## config.mk

```make
export PLATFORM = sky130hd
export DESIGN_NAME = cyclic_autocorrelation_scorer
export DESIGN_NICKNAME = d
export VERILOG_FILES = /design/src/rtl/cas_pkg.sv /design/src/rtl/cas_table.sv /design/src/rtl/cas_corr_unit.sv /design/src/rtl/cas_energy_unit.sv /design/src/rtl/cyclic_autocorrelation_scorer.sv
export VERILOG_INCLUDE_DIRS = /design/src /design/src/rtl
export SDC_FILE = /design/constraint.sdc
export NUM_CORES = 2
export LEC_CHECK = 0
export BUFFER_PORTS_ARGS = -buffer_cell sky130_fd_sc_hd__buf_2
export CAP_MARGIN = 10
export CORE_MARGIN = 2
export CORE_UTILIZATION = 63
export DETAILED_ROUTE_END_ITERATION = 7
export PLACE_DENSITY_LB_ADDON = 0.12
export SKIP_LAST_GASP = 1
export SYNTH_ARGS = -nofsm -noshare
export SYNTH_HDL_FRONTEND = slang
export SYNTH_SLANG_ARGS = --single-unit
```

## constraint.sdc

```tcl
create_clock -name i_clk -period 10.8 [get_ports i_clk]
set_clock_uncertainty 0.15 [all_clocks]
set_input_delay 2.16 -clock i_clk [delete_from_list [all_inputs] [get_ports i_clk]]
set_output_delay 2.16 -clock i_clk [all_outputs]
set_load 0.02 [all_outputs]
```

## src/rtl/cyclic_autocorrelation_scorer_defines.svh

```systemverilog
`ifndef CYCLIC_AUTOCORRELATION_SCORER_DEFINES_SVH
`define CYCLIC_AUTOCORRELATION_SCORER_DEFINES_SVH

// Same-cycle implication on i_clk, masked while i_rst_n is low.
`define CAS_ASSERT_SAME(lbl, ante, cons) \
    lbl: assert property (@(posedge i_clk) disable iff (!i_rst_n) (ante) |-> (cons)) \
        else $error("cas check failed");

// Next-cycle implication on i_clk, masked while i_rst_n is low.
`define CAS_ASSERT_NEXT(lbl, ante, cons) \
    lbl: assert property (@(posedge i_clk) disable iff (!i_rst_n) (ante) |=> (cons)) \
        else $error("cas check failed");

`endif

```

## src/rtl/cas_pkg.sv

```systemverilog
`default_nettype none

package cas_pkg;

    // field widths
    localparam int OP_W        = 2;
    localparam int IDX_W       = 6;
    localparam int CNT_W       = 7;
    localparam int SLK_W       = 8;
    localparam int CAND_LOW_W  = 64;
    localparam int CAND_HIGH_W = 7;
    localparam int MX_W        = 7;
    localparam int WS_W        = 6;
    localparam int TOT_W       = 13;
    localparam int POS_W       = 7;
    localparam int SQ_W        = 19;
    localparam int L1_W        = 12;
    localparam int L2_W        = 18;
    localparam int EN_W        = 31;

    // running sums: 2 * 63 shifts * 127^2 fits in 22 bits
    localparam int ACC_W  = 22;
    // energy MAC: operand, weight and accumulator widths
    localparam int EOP_W  = 19;
    localparam int EK_W   = 24;
    localparam int EACC_W = 33;

    localparam logic signed [SLK_W-1:0] SLK_MAX = 8'sd127;

    // op codes
    localparam logic [OP_W-1:0] OP_LOAD  = 2'd0;
    localparam logic [OP_W-1:0] OP_EVAL  = 2'd1;
    localparam logic [OP_W-1:0] OP_CLEAR = 2'd2;

    // energy weights
    localparam logic [EK_W-1:0] W_MX  = 24'd10000000;
    localparam logic [EK_W-1:0] W_TOT = 24'd100000;
    localparam logic [EK_W-1:0] W_POS = 24'd1000;
    localparam logic [EK_W-1:0] W_SQ  = 24'd20;
    localparam logic [EK_W-1:0] W_L1  = 24'd1;

    // energy MAC step order
    localparam int E_STEP_W = 3;
    localparam logic [E_STEP_W-1:0] E_MX  = 3'd0;
    localparam logic [E_STEP_W-1:0] E_TOT = 3'd1;
    localparam logic [E_STEP_W-1:0] E_POS = 3'd2;
    localparam logic [E_STEP_W-1:0] E_SQ  = 3'd3;
    localparam logic [E_STEP_W-1:0] E_L1  = 3'd4;

    typedef enum logic [2:0] {
        S_IDLE,
        S_SCAN,
        S_DRAIN,
        S_ESTART,
        S_ENERGY,
        S_DONE
    } t_state;

    // per-shift terms from the correlation unit
    typedef struct packed {
        logic                    valid;
        logic [IDX_W-1:0]        d;
        logic [CNT_W-1:0]        ex;
        logic [CNT_W-1:0]        ad;
        logic signed [SLK_W-1:0] slack;
    } t_corr_term;

    // saturated measures fed to the energy unit
    typedef struct packed {
        logic [MX_W-1:0]  mx;
        logic [TOT_W-1:0] tot;
        logic [POS_W-1:0] pos;
        logic [SQ_W-1:0]  sq;
        logic [L1_W-1:0]  l1;
    } t_energy_in;

endpackage

`default_nettype wire

```

## src/rtl/cas_table.sv

```systemverilog
`default_nettype none

module cas_table #(
    parameter int NUM_SHIFTS = 35,
    localparam int AW = (NUM_SHIFTS > 1) ? $clog2(NUM_SHIFTS) : 1
) (
    input  wire logic                      i_clk,
    input  wire logic                      i_we,
    input  wire logic [AW-1:0]             i_waddr,
    input  wire logic [cas_pkg::CNT_W-1:0] i_wcap,
    input  wire logic [cas_pkg::CNT_W-1:0] i_wtgt,
    input  wire logic [AW-1:0]             i_raddr,
    output logic      [cas_pkg::CNT_W-1:0] o_rcap,
    output logic      [cas_pkg::CNT_W-1:0] o_rtgt
);
    import cas_pkg::*;

    // cap in the upper half, target in the lower half
    logic [2*CNT_W-1:0] r_mem [NUM_SHIFTS];
    logic [2*CNT_W-1:0] r_rdata;

    always_ff @(posedge i_clk) begin
        if (i_we) begin
            r_mem[i_waddr] <= {i_wcap, i_wtgt};
        end
    end

    always_ff @(posedge i_clk) begin
        r_rdata <= r_mem[i_raddr];
    end

    assign o_rcap = r_rdata[2*CNT_W-1:CNT_W];
    assign o_rtgt = r_rdata[CNT_W-1:0];

endmodule

`default_nettype wire

```

## src/rtl/cas_corr_unit.sv

```systemverilog
`default_nettype none

module cas_corr_unit #(
    parameter int SEQ_LEN = 71
) (
    input  wire logic                      i_clk,
    input  wire logic                      i_rst_n,
    input  wire logic                      i_issue,
    input  wire logic [cas_pkg::IDX_W-1:0] i_d,
    input  wire logic [SEQ_LEN-1:0]        i_word,
    input  wire logic [SEQ_LEN-1:0]        i_rot,
    input  wire logic [cas_pkg::CNT_W-1:0] i_cap,
    input  wire logic [cas_pkg::CNT_W-1:0] i_tgt,
    output cas_pkg::t_corr_term            o_term
);
    import cas_pkg::*;

    // stage 1: coincidence count, lines up with the table read data
    logic             r_s1_valid;
    logic [IDX_W-1:0] r_s1_d;
    logic [CNT_W-1:0] r_s1_cnt;

    // stage 2: slack, excess and target distance
    logic signed [SLK_W-1:0] w_slack;
    logic signed [SLK_W-1:0] w_slack_neg;
    logic signed [SLK_W-1:0] w_diff;
    logic signed [SLK_W-1:0] w_diff_neg;
    t_corr_term              r_term;

    always_ff @(posedge i_clk) begin
        if (!i_rst_n) begin
            r_s1_valid <= 1'b0;
        end else begin
            r_s1_valid <= i_issue;
        end
    end

    always_ff @(posedge i_clk) begin
        r_s1_d   <= i_d;
        r_s1_cnt <= CNT_W'($countones(i_word & i_rot));
    end

    always_comb begin
        w_slack     = $signed({1'b0, i_cap}) - $signed({1'b0, r_s1_cnt});
        w_slack_neg = -w_slack;
        w_diff      = $signed({1'b0, r_s1_cnt}) - $signed({1'b0, i_tgt});
        w_diff_neg  = -w_diff;
    end

    always_ff @(posedge i_clk) begin
        if (!i_rst_n) begin
            r_term.valid <= 1'b0;
        end else begin
            r_term.valid <= r_s1_valid;
        end
        r_term.d     <= r_s1_d;
        r_term.slack <= w_slack;
        r_term.ex    <= w_slack[SLK_W-1] ? w_slack_neg[CNT_W-1:0] : '0;
        r_term.ad    <= w_diff[SLK_W-1] ? w_diff_neg[CNT_W-1:0] : w_diff[CNT_W-1:0];
    end

    assign o_term = r_term;

endmodule

`default_nettype wire

```

## src/rtl/cas_energy_unit.sv

```systemverilog
`default_nettype none

module cas_energy_unit (
    input  wire logic                     i_clk,
    input  wire logic                     i_rst_n,
    input  wire logic                     i_go,
    input  wire cas_pkg::t_energy_in      i_terms,
    output logic                          o_done,
    output logic [cas_pkg::EN_W-1:0]      o_energy
);
    import cas_pkg::*;

    logic                  r_busy;
    logic [E_STEP_W-1:0]   r_step;
    logic [EACC_W-1:0]     r_acc;
    logic [EOP_W-1:0]      w_op;
    logic [EK_W-1:0]       w_k;
    logic [EOP_W+EK_W-1:0] w_prod;

    // one weighted term per cycle through the shared multiplier
    always_comb begin
        case (r_step)
            E_MX: begin
                w_op = EOP_W'(i_terms.mx);
                w_k  = W_MX;
            end
            E_TOT: begin
                w_op = EOP_W'(i_terms.tot);
                w_k  = W_TOT;
            end
            E_POS: begin
                w_op = EOP_W'(i_terms.pos);
                w_k  = W_POS;
            end
            E_SQ: begin
                w_op = EOP_W'(i_terms.sq);
                w_k  = W_SQ;
            end
            E_L1: begin
                w_op = EOP_W'(i_terms.l1);
                w_k  = W_L1;
            end
            default: begin
                w_op = '0;
                w_k  = '0;
            end
        endcase
        w_prod = (EOP_W+EK_W)'(w_op) * (EOP_W+EK_W)'(w_k);
    end

    always_ff @(posedge i_clk) begin
        if (!i_rst_n) begin
            r_busy <= 1'b0;
            r_step <= '0;
        end else if (i_go) begin
            r_busy <= 1'b1;
            r_step <= '0;
        end else if (r_busy) begin
            r_step <= r_step + E_STEP_W'(1);
            if (r_step == E_L1) begin
                r_busy <= 1'b0;
            end
        end
    end

    always_ff @(posedge i_clk) begin
        if (i_go) begin
            r_acc <= '0;
        end else if (r_busy) begin
            r_acc <= r_acc + w_prod[EACC_W-1:0];
        end
    end

    assign o_done   = r_busy && (r_step == E_L1);
    assign o_energy = (r_acc[EACC_W-1:EN_W] != '0) ? {EN_W{1'b1}} : r_acc[EN_W-1:0];

endmodule

`default_nettype wire

```

## src/rtl/cyclic_autocorrelation_scorer.sv

```systemverilog
//  channel  | direction | handshake          | payload
//  ---------+-----------+--------------------+------------------------------------------
//  command  | in        | start & !busy      | i_op, i_shift_index, i_cap_value,
//           |           |                    | i_target_value, i_cand_low, i_cand_high
//  result   | out       | o_valid (1 cycle)  | o_peak_over .. o_better_than_best
//
//  Load (op 0), clear best (op 2) and unused op 3 finish at the accepting edge; busy stays low.
//  Evaluate (op 1): busy through the scan, drain, energy and compare steps; the result beat is
//  on the ports in the first cycle with busy low again. The steps run as one shift per cycle
//  through the popcount unit and the table read port, two term stages draining, the energy
//  start state, five steps of the shared energy multiplier and one compare step.
//  Reset is synchronous, active low; the cap/target table is not cleared.
//  The receiver cannot stall: each result beat is taken in its one strobe cycle.
`default_nettype none

`include "cyclic_autocorrelation_scorer_defines.svh"

module cyclic_autocorrelation_scorer #(
    parameter int SEQ_LEN    = 71,
    parameter int NUM_SHIFTS = 35
) (
    input  wire logic                            i_clk,
    input  wire logic                            i_rst_n,
    input  wire logic                            start,
    output logic                                 busy,
    input  wire logic [cas_pkg::OP_W-1:0]        i_op,
    input  wire logic [cas_pkg::IDX_W-1:0]       i_shift_index,
    input  wire logic [cas_pkg::CNT_W-1:0]       i_cap_value,
    input  wire logic [cas_pkg::CNT_W-1:0]       i_target_value,
    input  wire logic [cas_pkg::CAND_LOW_W-1:0]  i_cand_low,
    input  wire logic [cas_pkg::CAND_HIGH_W-1:0] i_cand_high,
    output logic                                 o_valid,
    output logic [cas_pkg::MX_W-1:0]             o_peak_over,
    output logic [cas_pkg::WS_W-1:0]             o_worst_shift,
    output logic [cas_pkg::TOT_W-1:0]            o_over_sum,
    output logic [cas_pkg::POS_W-1:0]            o_over_hits,
    output logic [cas_pkg::SQ_W-1:0]             o_over_sq_sum,
    output logic [cas_pkg::L1_W-1:0]             o_tgt_dist_abs,
    output logic [cas_pkg::L2_W-1:0]             o_tgt_dist_sq,
    output logic signed [cas_pkg::SLK_W-1:0]     o_slack_floor,
    output logic [cas_pkg::EN_W-1:0]             o_energy,
    output logic                                 o_better_than_best
);
    import cas_pkg::*;

    localparam int AW     = (NUM_SHIFTS > 1) ? $clog2(NUM_SHIFTS) : 1;
    localparam int FULL_W = 128;

    // sequencer
    t_state r_state;
    t_state n_state;
    logic   w_accept;
    logic   w_eval;
    logic   w_issue;
    logic   w_e_go;
    logic   w_finish;

    // candidate and its rotation; r_rot is the word rotated by the shift in r_d
    logic [FULL_W-1:0]  w_full;
    logic [SEQ_LEN-1:0] w_word;
    logic [SEQ_LEN-1:0] r_word;
    logic [SEQ_LEN-1:0] r_rot;
    logic [IDX_W-1:0]   r_d;
    logic [IDX_W-1:0]   w_d_m1;
    logic [IDX_W-1:0]   w_idx_m1;
    logic               w_we;

    // table read
    logic [CNT_W-1:0] w_rcap;
    logic [CNT_W-1:0] w_rtgt;

    // per-shift terms
    t_corr_term          w_term;
    logic [2*CNT_W-1:0]  w_ex_sq;
    logic [2*CNT_W-1:0]  w_ad_sq;

    // running sums
    logic [MX_W-1:0]         r_mx;
    logic [WS_W-1:0]         r_worst;
    logic [ACC_W-1:0]        r_tot;
    logic [ACC_W-1:0]        r_pos;
    logic [ACC_W-1:0]        r_sq;
    logic [ACC_W-1:0]        r_l1;
    logic [ACC_W-1:0]        r_l2;
    logic signed [SLK_W-1:0] r_min;

    // saturated measures
    logic [TOT_W-1:0] w_tot_sat;
    logic [POS_W-1:0] w_pos_sat;
    logic [SQ_W-1:0]  w_sq_sat;
    logic [L1_W-1:0]  w_l1_sat;
    logic [L2_W-1:0]  w_l2_sat;
    t_energy_in       w_e_terms;
    logic             w_e_done;
    logic [EN_W-1:0]  w_energy;

    // kept best
    logic                    r_best_valid;
    logic [MX_W-1:0]         r_best_mx;
    logic [TOT_W-1:0]        r_best_tot;
    logic [POS_W-1:0]        r_best_pos;
    logic [SQ_W-1:0]         r_best_sq;
    logic [L1_W-1:0]         r_best_l1;
    logic [L2_W-1:0]         r_best_l2;
    logic signed [SLK_W-1:0] r_best_slack;
    logic                    w_less;
    logic                    w_better;

    // result registers
    logic                    r_valid;
    logic [MX_W-1:0]         r_o_mx;
    logic [WS_W-1:0]         r_o_worst;
    logic [TOT_W-1:0]        r_o_tot;
    logic [POS_W-1:0]        r_o_pos;
    logic [SQ_W-1:0]         r_o_sq;
    logic [L1_W-1:0]         r_o_l1;
    logic [L2_W-1:0]         r_o_l2;
    logic signed [SLK_W-1:0] r_o_slack;
    logic [EN_W-1:0]         r_o_energy;
    logic                    r_o_better;

    // ---------------------------------------------------------------- command decode
    assign w_accept = start && !busy;
    assign w_eval   = w_accept && (i_op == OP_EVAL);
    assign w_idx_m1 = i_shift_index - IDX_W'(1);
    // loads to shift 0 or beyond the table are dropped
    assign w_we     = w_accept && (i_op == OP_LOAD) && (i_shift_index != '0)
                      && (i_shift_index <= IDX_W'(NUM_SHIFTS));

    // bits above SEQ_LEN are dropped; a longer word gets zeros on top
    assign w_full = FULL_W'({i_cand_high, i_cand_low});
    assign w_word = w_full[SEQ_LEN-1:0];

    // ---------------------------------------------------------------- sequencer
    always_comb begin
        n_state = r_state;
        case (r_state)
            S_IDLE: begin
                if (w_eval) begin
                    n_state = S_SCAN;
                end
            end
            S_SCAN: begin
                if (r_d == IDX_W'(NUM_SHIFTS)) begin
                    n_state = S_DRAIN;
                end
            end
            S_DRAIN: begin
                // last shift's terms land in the sums at this edge
                if (w_term.valid && (w_term.d == IDX_W'(NUM_SHIFTS))) begin
                    n_state = S_ESTART;
                end
            end
            S_ESTART: begin
                n_state = S_ENERGY;
            end
            S_ENERGY: begin
                if (w_e_done) begin
                    n_state = S_DONE;
                end
            end
            S_DONE: begin
                n_state = S_IDLE;
            end
            default: begin
                n_state = S_IDLE;
            end
        endcase
    end

    always_comb begin
        busy     = 1'b1;
        w_issue  = 1'b0;
        w_e_go   = 1'b0;
        w_finish = 1'b0;
        case (r_state)
            S_IDLE:   busy     = 1'b0;
            S_SCAN:   w_issue  = 1'b1;
            S_DRAIN:  busy     = 1'b1;
            S_ESTART: w_e_go   = 1'b1;
            S_ENERGY: busy     = 1'b1;
            S_DONE:   w_finish = 1'b1;
            default:  busy     = 1'b1;
        endcase
    end

    always_ff @(posedge i_clk) begin
        if (!i_rst_n) begin
            r_state <= S_IDLE;
        end else begin
            r_state <= n_state;
        end
    end

    // shift counter and rotating copy, one shift per cycle
    always_ff @(posedge i_clk) begin
        if (w_eval) begin
            r_word <= w_word;
            r_rot  <= {w_word[0], w_word[SEQ_LEN-1:1]};
            r_d    <= IDX_W'(1);
        end else if (w_issue && (r_d != IDX_W'(NUM_SHIFTS))) begin
            r_rot  <= {r_rot[0], r_rot[SEQ_LEN-1:1]};
            r_d    <= r_d + IDX_W'(1);
        end
    end

    assign w_d_m1 = r_d - IDX_W'(1);

    // ---------------------------------------------------------------- datapath
    cas_table #(
        .NUM_SHIFTS (NUM_SHIFTS)
    ) u_table (
        .i_clk   (i_clk),
        .i_we    (w_we),
        .i_waddr (w_idx_m1[AW-1:0]),
        .i_wcap  (i_cap_value),
        .i_wtgt  (i_target_value),
        .i_raddr (w_d_m1[AW-1:0]),
        .o_rcap  (w_rcap),
        .o_rtgt  (w_rtgt)
    );

    cas_corr_unit #(
        .SEQ_LEN (SEQ_LEN)
    ) u_corr (
        .i_clk   (i_clk),
        .i_rst_n (i_rst_n),
        .i_issue (w_issue),
        .i_d     (r_d),
        .i_word  (r_word),
        .i_rot   (r_rot),
        .i_cap   (w_rcap),
        .i_tgt   (w_rtgt),
        .o_term  (w_term)
    );

    assign w_ex_sq = (2*CNT_W)'(w_term.ex) * (2*CNT_W)'(w_term.ex);
    assign w_ad_sq = (2*CNT_W)'(w_term.ad) * (2*CNT_W)'(w_term.ad);

    // accumulate one shift's terms per cycle; excess sums are kept doubled
    always_ff @(posedge i_clk) begin
        if (w_eval) begin
            r_mx    <= '0;
            r_worst <= '0;
            r_tot   <= '0;
            r_pos   <= '0;
            r_sq    <= '0;
            r_l1    <= '0;
            r_l2    <= '0;
            r_min   <= SLK_MAX;
        end else if (w_term.valid) begin
            // strict compare keeps the first shift reaching the max
            if (w_term.ex > r_mx) begin
                r_mx    <= w_term.ex;
                r_worst <= w_term.d;
            end
            r_tot <= r_tot + ACC_W'({w_term.ex, 1'b0});
            r_pos <= r_pos + ((w_term.ex != '0) ? ACC_W'(2) : ACC_W'(0));
            r_sq  <= r_sq + ACC_W'({w_ex_sq, 1'b0});
            r_l1  <= r_l1 + ACC_W'(w_term.ad);
            r_l2  <= r_l2 + ACC_W'(w_ad_sq);
            if (w_term.slack < r_min) begin
                r_min <= w_term.slack;
            end
        end
    end

    // clamp to the field widths
    always_comb begin
        w_tot_sat = (r_tot[ACC_W-1:TOT_W] != '0) ? {TOT_W{1'b1}} : r_tot[TOT_W-1:0];
        w_pos_sat = (r_pos[ACC_W-1:POS_W] != '0) ? {POS_W{1'b1}} : r_pos[POS_W-1:0];
        w_sq_sat  = (r_sq[ACC_W-1:SQ_W]   != '0) ? {SQ_W{1'b1}}  : r_sq[SQ_W-1:0];
        w_l1_sat  = (r_l1[ACC_W-1:L1_W]   != '0) ? {L1_W{1'b1}}  : r_l1[L1_W-1:0];
        w_l2_sat  = (r_l2[ACC_W-1:L2_W]   != '0) ? {L2_W{1'b1}}  : r_l2[L2_W-1:0];
    end

    always_comb begin
        w_e_terms.mx  = r_mx;
        w_e_terms.tot = w_tot_sat;
        w_e_terms.pos = w_pos_sat;
        w_e_terms.sq  = w_sq_sat;
        w_e_terms.l1  = w_l1_sat;
    end

    cas_energy_unit u_energy (
        .i_clk    (i_clk),
        .i_rst_n  (i_rst_n),
        .i_go     (w_e_go),
        .i_terms  (w_e_terms),
        .o_done   (w_e_done),
        .o_energy (w_energy)
    );

    // ---------------------------------------------------------------- best compare
    // smaller wins field by field; slack last, where larger wins
    always_comb begin
        if (r_mx != r_best_mx) begin
            w_less = r_mx < r_best_mx;
        end else if (w_tot_sat != r_best_tot) begin
            w_less = w_tot_sat < r_best_tot;
        end else if (w_pos_sat != r_best_pos) begin
            w_less = w_pos_sat < r_best_pos;
        end else if (w_sq_sat != r_best_sq) begin
            w_less = w_sq_sat < r_best_sq;
        end else if (w_l1_sat != r_best_l1) begin
            w_less = w_l1_sat < r_best_l1;
        end else if (w_l2_sat != r_best_l2) begin
            w_less = w_l2_sat < r_best_l2;
        end else begin
            w_less = r_min > r_best_slack;
        end
        w_better = !r_best_valid || w_less;
    end

    always_ff @(posedge i_clk) begin
        if (!i_rst_n) begin
            r_best_valid <= 1'b0;
            r_best_mx    <= '0;
            r_best_tot   <= '0;
            r_best_pos   <= '0;
            r_best_sq    <= '0;
            r_best_l1    <= '0;
            r_best_l2    <= '0;
            r_best_slack <= '0;
        end else if (w_accept && (i_op == OP_CLEAR)) begin
            r_best_valid <= 1'b0;
            r_best_mx    <= '0;
            r_best_tot   <= '0;
            r_best_pos   <= '0;
            r_best_sq    <= '0;
            r_best_l1    <= '0;
            r_best_l2    <= '0;
            r_best_slack <= '0;
        end else if (w_finish && w_better) begin
            r_best_valid <= 1'b1;
            r_best_mx    <= r_mx;
            r_best_tot   <= w_tot_sat;
            r_best_pos   <= w_pos_sat;
            r_best_sq    <= w_sq_sat;
            r_best_l1    <= w_l1_sat;
            r_best_l2    <= w_l2_sat;
            r_best_slack <= r_min;
        end
    end

    // ---------------------------------------------------------------- result beat
    always_ff @(posedge i_clk) begin
        if (!i_rst_n) begin
            r_valid <= 1'b0;
        end else begin
            r_valid <= w_finish;
        end
    end

    always_ff @(posedge i_clk) begin
        if (w_finish) begin
            r_o_mx     <= r_mx;
            r_o_worst  <= r_worst;
            r_o_tot    <= w_tot_sat;
            r_o_pos    <= w_pos_sat;
            r_o_sq     <= w_sq_sat;
            r_o_l1     <= w_l1_sat;
            r_o_l2     <= w_l2_sat;
            r_o_slack  <= r_min;
            r_o_energy <= w_energy;
            r_o_better <= w_better;
        end
    end

    assign o_valid            = r_valid;
    assign o_peak_over        = r_o_mx;
    assign o_worst_shift      = r_o_worst;
    assign o_over_sum         = r_o_tot;
    assign o_over_hits        = r_o_pos;
    assign o_over_sq_sum      = r_o_sq;
    assign o_tgt_dist_abs     = r_o_l1;
    assign o_tgt_dist_sq      = r_o_l2;
    assign o_slack_floor      = r_o_slack;
    assign o_energy           = r_o_energy;
    assign o_better_than_best = r_o_better;

    // ---------------------------------------------------------------- checks
    `CAS_ASSERT_NEXT(a_eval_starts_scan, w_eval, r_state == S_SCAN)
    `CAS_ASSERT_SAME(a_scan_in_range, r_state == S_SCAN, (r_d != '0) && (r_d <= IDX_W'(NUM_SHIFTS)))
    `CAS_ASSERT_SAME(a_term_window, w_term.valid, (r_state == S_SCAN) || (r_state == S_DRAIN))
    `CAS_ASSERT_NEXT(a_done_beat, r_state == S_DONE, o_valid && (r_state == S_IDLE))
    `CAS_ASSERT_SAME(a_better_kept, o_valid && o_better_than_best, r_best_valid)

endmodule

`default_nettype wire

```

== Word-level counts from Yosys, hierarchy flattened ==
Memory sizes are Yosys's and may differ from the RTL's. A register that Yosys moved wholly into a read port is not among the register bits.
Cells that the tools add are included.
Cells by class
  add/subtract/negate cells: 84
  $mul: 3
  $lt $le $gt $ge: 10
  eq/ne operators: 24
  mux-type cells: 31
  bitwise operators: 2
  reductions and logical operators: 29
Operator list (count)
  $add 7x7->7: 34
  $mux 71: 2
  $pmux 24 s5: 1
  $pmux 19 s5: 1
  $and 71x71->71: 1
  $add 1x1->2: 35
  $add 33x33->33: 1
  $mul 19x24->33: 1
  $mul 7x7->14: 2
  $add 22x14->22: 1
  $add 22x15->22: 1
  $add 22x2->22: 1
  $add 22x7->22: 1
  $add 22x8->22: 1
  $lt 19x19->1: 1
  $mux 19: 1
  $ne 19x19->1: 1
  $lt 18x18->1: 1
  $mux 18: 1
  $ne 18x18->1: 1
  $sub 7x7->8: 2
  $mux 1: 15
  $pmux 3 s5: 1
  $reduce_bool 15->1: 1
  45 further kinds: 75
Storage, ports and cells
  bits in registers: 570
  bits in writable memories: 490
  word-level logic and storage cells: 226
  memories kept: 1
Memories
  u_table.r_mem: words 35, bits a word 14, read ports 1, clocked after memory_dff 1, write ports 1, line cas_table.sv:19  | logic [2*CNT_W-1:0] r_mem [NUM_SHIFTS];

== Logic depth before layout (Yosys ltp) ==
  depth in word-level cells: 11
  mapped depth: 33

== Hierarchy ==
Synthesis repeated with hierarchy kept, for this count alone.
Second synthesis, totals
  cells, all modules: 5324
  area, all modules: 60909.7 um^2
Modules (own cells, without submodules)
  cyclic_autocorrelation_scorer: times used 1, cells each 2432, area each 24877.6 um^2, seq. area each 12391.9 um^2
  cas_table: times used 1, cells each 1078, area each 19785.2 um^2, seq. area each 14994.4 um^2
  cas_energy_unit: times used 1, cells each 1401, area each 12185.4 um^2, seq. area each 740.7 um^2
  cas_corr_unit: times used 1, cells each 413, area each 4061.4 um^2, seq. area each 860.8 um^2

== Worst setup path after synthesis ==
No wires, ideal clock.
  path kind: register to register
  start point: reg r_tot[16]
  end point: reg u_energy.r_acc[26]
  library setup time: 0.078 ns
  arrival time: 7.620 ns
  setup slack: 2.952 ns
  stages on the path, launching flop included: 31
  path buffers: 1
  cells stage by stage: dfxtp_1 -> nor4_1 -> nand3_1 -> clkbuf_1 -> or2_2 -> a222oi_1 -> o221a_2 -> nor2_1 -> inv_1 -> fa_1 -> fa_1 -> inv_1 -> fa_1 -> inv_1 -> fa_1 -> inv_1 -> fa_1 -> fa_1 -> inv_1 -> fa_1 -> inv_1 -> ha_1 -> a21o_1 -> a211o_1 -> or2_0 -> o31ai_2 -> nor2_1 -> o22ai_1 -> o21ai_0 -> and3_1 -> nor3_1
RTL lines
  start: declaration: line cyclic_autocorrelation_scorer.sv:80  | logic [ACC_W-1:0] r_tot;
  start signal: assignment: line cyclic_autocorrelation_scorer.sv:257  | r_tot <= r_tot + ACC_W'({w_term.ex, 1'b0});
  end signal: assignment: line cas_energy_unit.sv:70  | r_acc <= r_acc + w_prod[EACC_W-1:0];
  end: declaration: line cas_energy_unit.sv:15  | logic [EACC_W-1:0] r_acc;

==> flow_metrics.tcl <==
set metrics [dict create \
    row_count 113 \
    synth_top_cell_by_area "edfxtp_1" \
    post_cts_resize_count 0 \
    dr.pass1.iters 6 \
    place_hpwl_um 96200 \
    async_flop_share_pct 0 \
    timing.final.crit_share_pct 84.4 \
    hold_violations 0 \
    area_growth_pct 10.5 \
    critPathCapture "u_energy.r_acc[32]$_SDFFE_PP0P_" \
    syn_area_per_cell_um2 11.9 \
    min_period_ps 9110 \
    start_util_pct 63.3 \
    drive_gt1_share_pct 12.1 \
    fin_util_pct 69.9 \
    yosys_warnings 0 \
    synthCells 5010 \
    antenna_found_initial 6 \
    die_h_um 312 \
    fmax_mhz 110 \
    fin_tns_setup_ps 0 \
    synth_compound_area_share_pct 5.35 \
    cts_made_buffers 109 \
    portBuffers 219 \
    max_cap_viol_count 0 \
    synth_flop_cell "edfxtp_1" \
    synthAdderAreaFrac_pct 20.4 \
    via_count 37300 \
    yosysMostFrequentCell "edfxtp_1" \
    cts_tree "yes" \
    yosysSeqAreaShare_pct 48.4 \
    synth_edf_count 754 \
    syn_area_um2 59900 \
    fin_nets 6105 \
    synth_simple_gate_area_share_pct 10.1 \
    wire_per_inst_um 20.3 \
    grt_pass1_vias 37700 \
    finalWirelength_um 134000 \
    synth_seq_cells 1071 \
    drc 0 \
    ant_nets 0 \
    grt_pass1_wl_um 212000 \
    crit_required_ps 11210 \
    seqCellArea_um2 29000 \
    cts_max_path_buffers 3 \
    critical_path_class "flop to flop" \
    io_pins 220 \
    post_cts_buffers 0 \
    setup_violations 0 \
    critPathBufInv 6 \
    multi_input_area_um2 27500 \
    finalMaxSlewViolations 0 \
    die_w_um 312 \
    worstMarginPinSlew_ps 1240 \
    critPathTopFamily "adder cells" \
    synth_common_cells "edfxtp_1, inv_1, nor2_1" \
    synth_top_area_share_pct 37.8 \
    syn_nets 5871 \
    muxShareOfSynthArea_pct 7.56 \
    crit_cells 29 \
    drt_iter0_drc 3305 \
    place_congestion 0.942 \
    cp-end-kind "flop" \
    cts.sinks 1071 \
    ys_types 81 \
    insertion_delay_ps 720 \
    ys_top_cells_by_area "edfxtp_1, fa_1, dfxtp_1" \
    clk_pin_slew_ps 70 \
    min_path_cells 0 \
    r2r_cells 29 \
    instances_no_fill 6602 \
    synth_xor_area_share_pct 2.35 \
    htreeDepth 3 \
    cp_max_fo 14 \
    postCtsHoldBufs 0 \
    grt_overflow_total 0 \
    whs_ps 178 \
    cpPeakStageDelay_ps 780 \
    grt_usage_pct 28.3 \
    r2r_slack_ps 1690 \
    synth_top_family_by_area "adder cells" \
    grt_setup_unrepaired "no" \
    root_buffer "clkbuf_16" \
    r2r_end "u_energy.r_acc[32]$_SDFFE_PP0P_" \
    worstSetupStartpoint "r_tot[16]$_SDFFE_PP0P_" \
    relSlewSlack_pct 16.7 \
    fill_cells 6860 \
    hold_class "flop to flop" \
    fp.coreArea_um2 94600 \
    worst_ep_arrival_time_ps 9520 \
    viasPerCell 5.65 \
    status "completed" \
    crit_path_top_delay_cell "a222oi_1" \
    r2r-start "r_tot[16]$_SDFFE_PP0P_" \
    place_inst 6398 \
    start_kind "flop" \
    dieArea_um2 97500 \
    grt_max_degree 126 \
]
cell usage in the layout (no fill, tap or decap), types with 11 or more instances in the layout:
master       n
a211oi_1    51
a21boi_0    15
a21o_1      35
a21oi_1    132
a31oi_1     12
and2_1     109
and3_1      13
buf_2      219
buf_4       67
clkbuf_1    20
clkbuf_16  113
clkinv_1    12
clkinv_2    23
dfxtp_1    314
edfxtp_1   754
fa_1       349
ha_1       415
inv_1      749
mux2i_1    135
mux4_2     140
nand2_1    395
nand2b_1    43
nand3_1     53
nand4_1     35
nor2_1     510
nor2b_1     26
nor3_1      42
nor4_1      24
o211ai_1    14
o21a_1      33
o21ai_0     79
o21bai_1    14
o31ai_1     11
or2_2       11
or3_1       48
xnor2_1     97
xor2_1      59
worst min-delay path by stage:
stage / to / from
6_report: u_corr.o_term[25]$_DFF_P_ / u_corr.r_s1_d[3]$_DFF_P_
5_1_grt: u_corr.o_term[26]$_DFF_P_ / u_corr.r_s1_d[4]$_DFF_P_
4_1_cts: u_corr.o_term[25]$_DFF_P_ / u_corr.r_s1_d[3]$_DFF_P_
3_5_place_dp: u_corr.o_term[25]$_DFF_P_ / u_corr.r_s1_d[3]$_DFF_P_
3_3_place_gp: u_corr.o_term[23]$_DFF_P_ / u_corr.r_s1_d[1]$_DFF_P_
2_1_floorplan: u_corr.o_term[22]$_DFF_P_ / u_corr.r_s1_d[0]$_DFF_P_
registers in the layout, summed over array words and instances (netlist names), 13 cells and up:
signal and flops:
u_table.r_mem 490, r_rot 71, r_word 71, u_energy.r_acc 33
o_energy 31, u_corr.o_term 29, r_l1 22, r_l2 22
r_pos 21, r_sq 21, r_tot 21, o_over_sq_sum 19
r_best_sq 19, o_tgt_dist_sq 18, r_best_l2 18, u_table.r_rdata 14
o_over_sum 13, r_best_tot 13
per-stage QoR:
| stage | setup slack, ps | cell area (µm²) |
|---|---|---|
| after floorplan | 2950 | 59900 |
| after global placement | 2020 | 62500 |
| after detailed placement | 1880 | 62500 |
| after CTS | 1860 | 66200 |
| after global routing | 1140 | 66200 |
| final | 1690 | 66200 |
layout make-up:
type / count / share of cell area (%)
inverters: 751 / 4.27
flip-flops and latches: 1071 / 43.8
clock inverters: 61 / 0.955
repair buffers: 287 / 2.45
diodes: 2 / 0.00756
well taps: 1265 / 2.39
clock buffers: 141 / 4.54
multi-input cells: 3024 / 41.6
routing by layer:
metal  part of all wire [%]  routed length (µm)  track usage, %  up-vias
li1                       -                   -               -    17600
met1                     42               56300            38.9    18200
met2                     47               62500            44.9     1218
met3                    7.1                9560            5.37      257
met4                    4.1                5480            11.1        4
met5                  0.019                  25               0        -
kinds of logic after synthesis:
logic type,Yosys count
AND/OR/NAND/NOR,1342
flip-flops,1071
buffers and inverters,915
adder cells (fa/ha/maj),765
AO/OA/AOI/OAI,480
multiplexers,277
XOR/XNOR,160
Power is left out: the tool's default activity adds up to more than one toggle a clock period on the data nets, which glitch-free logic cannot reach.
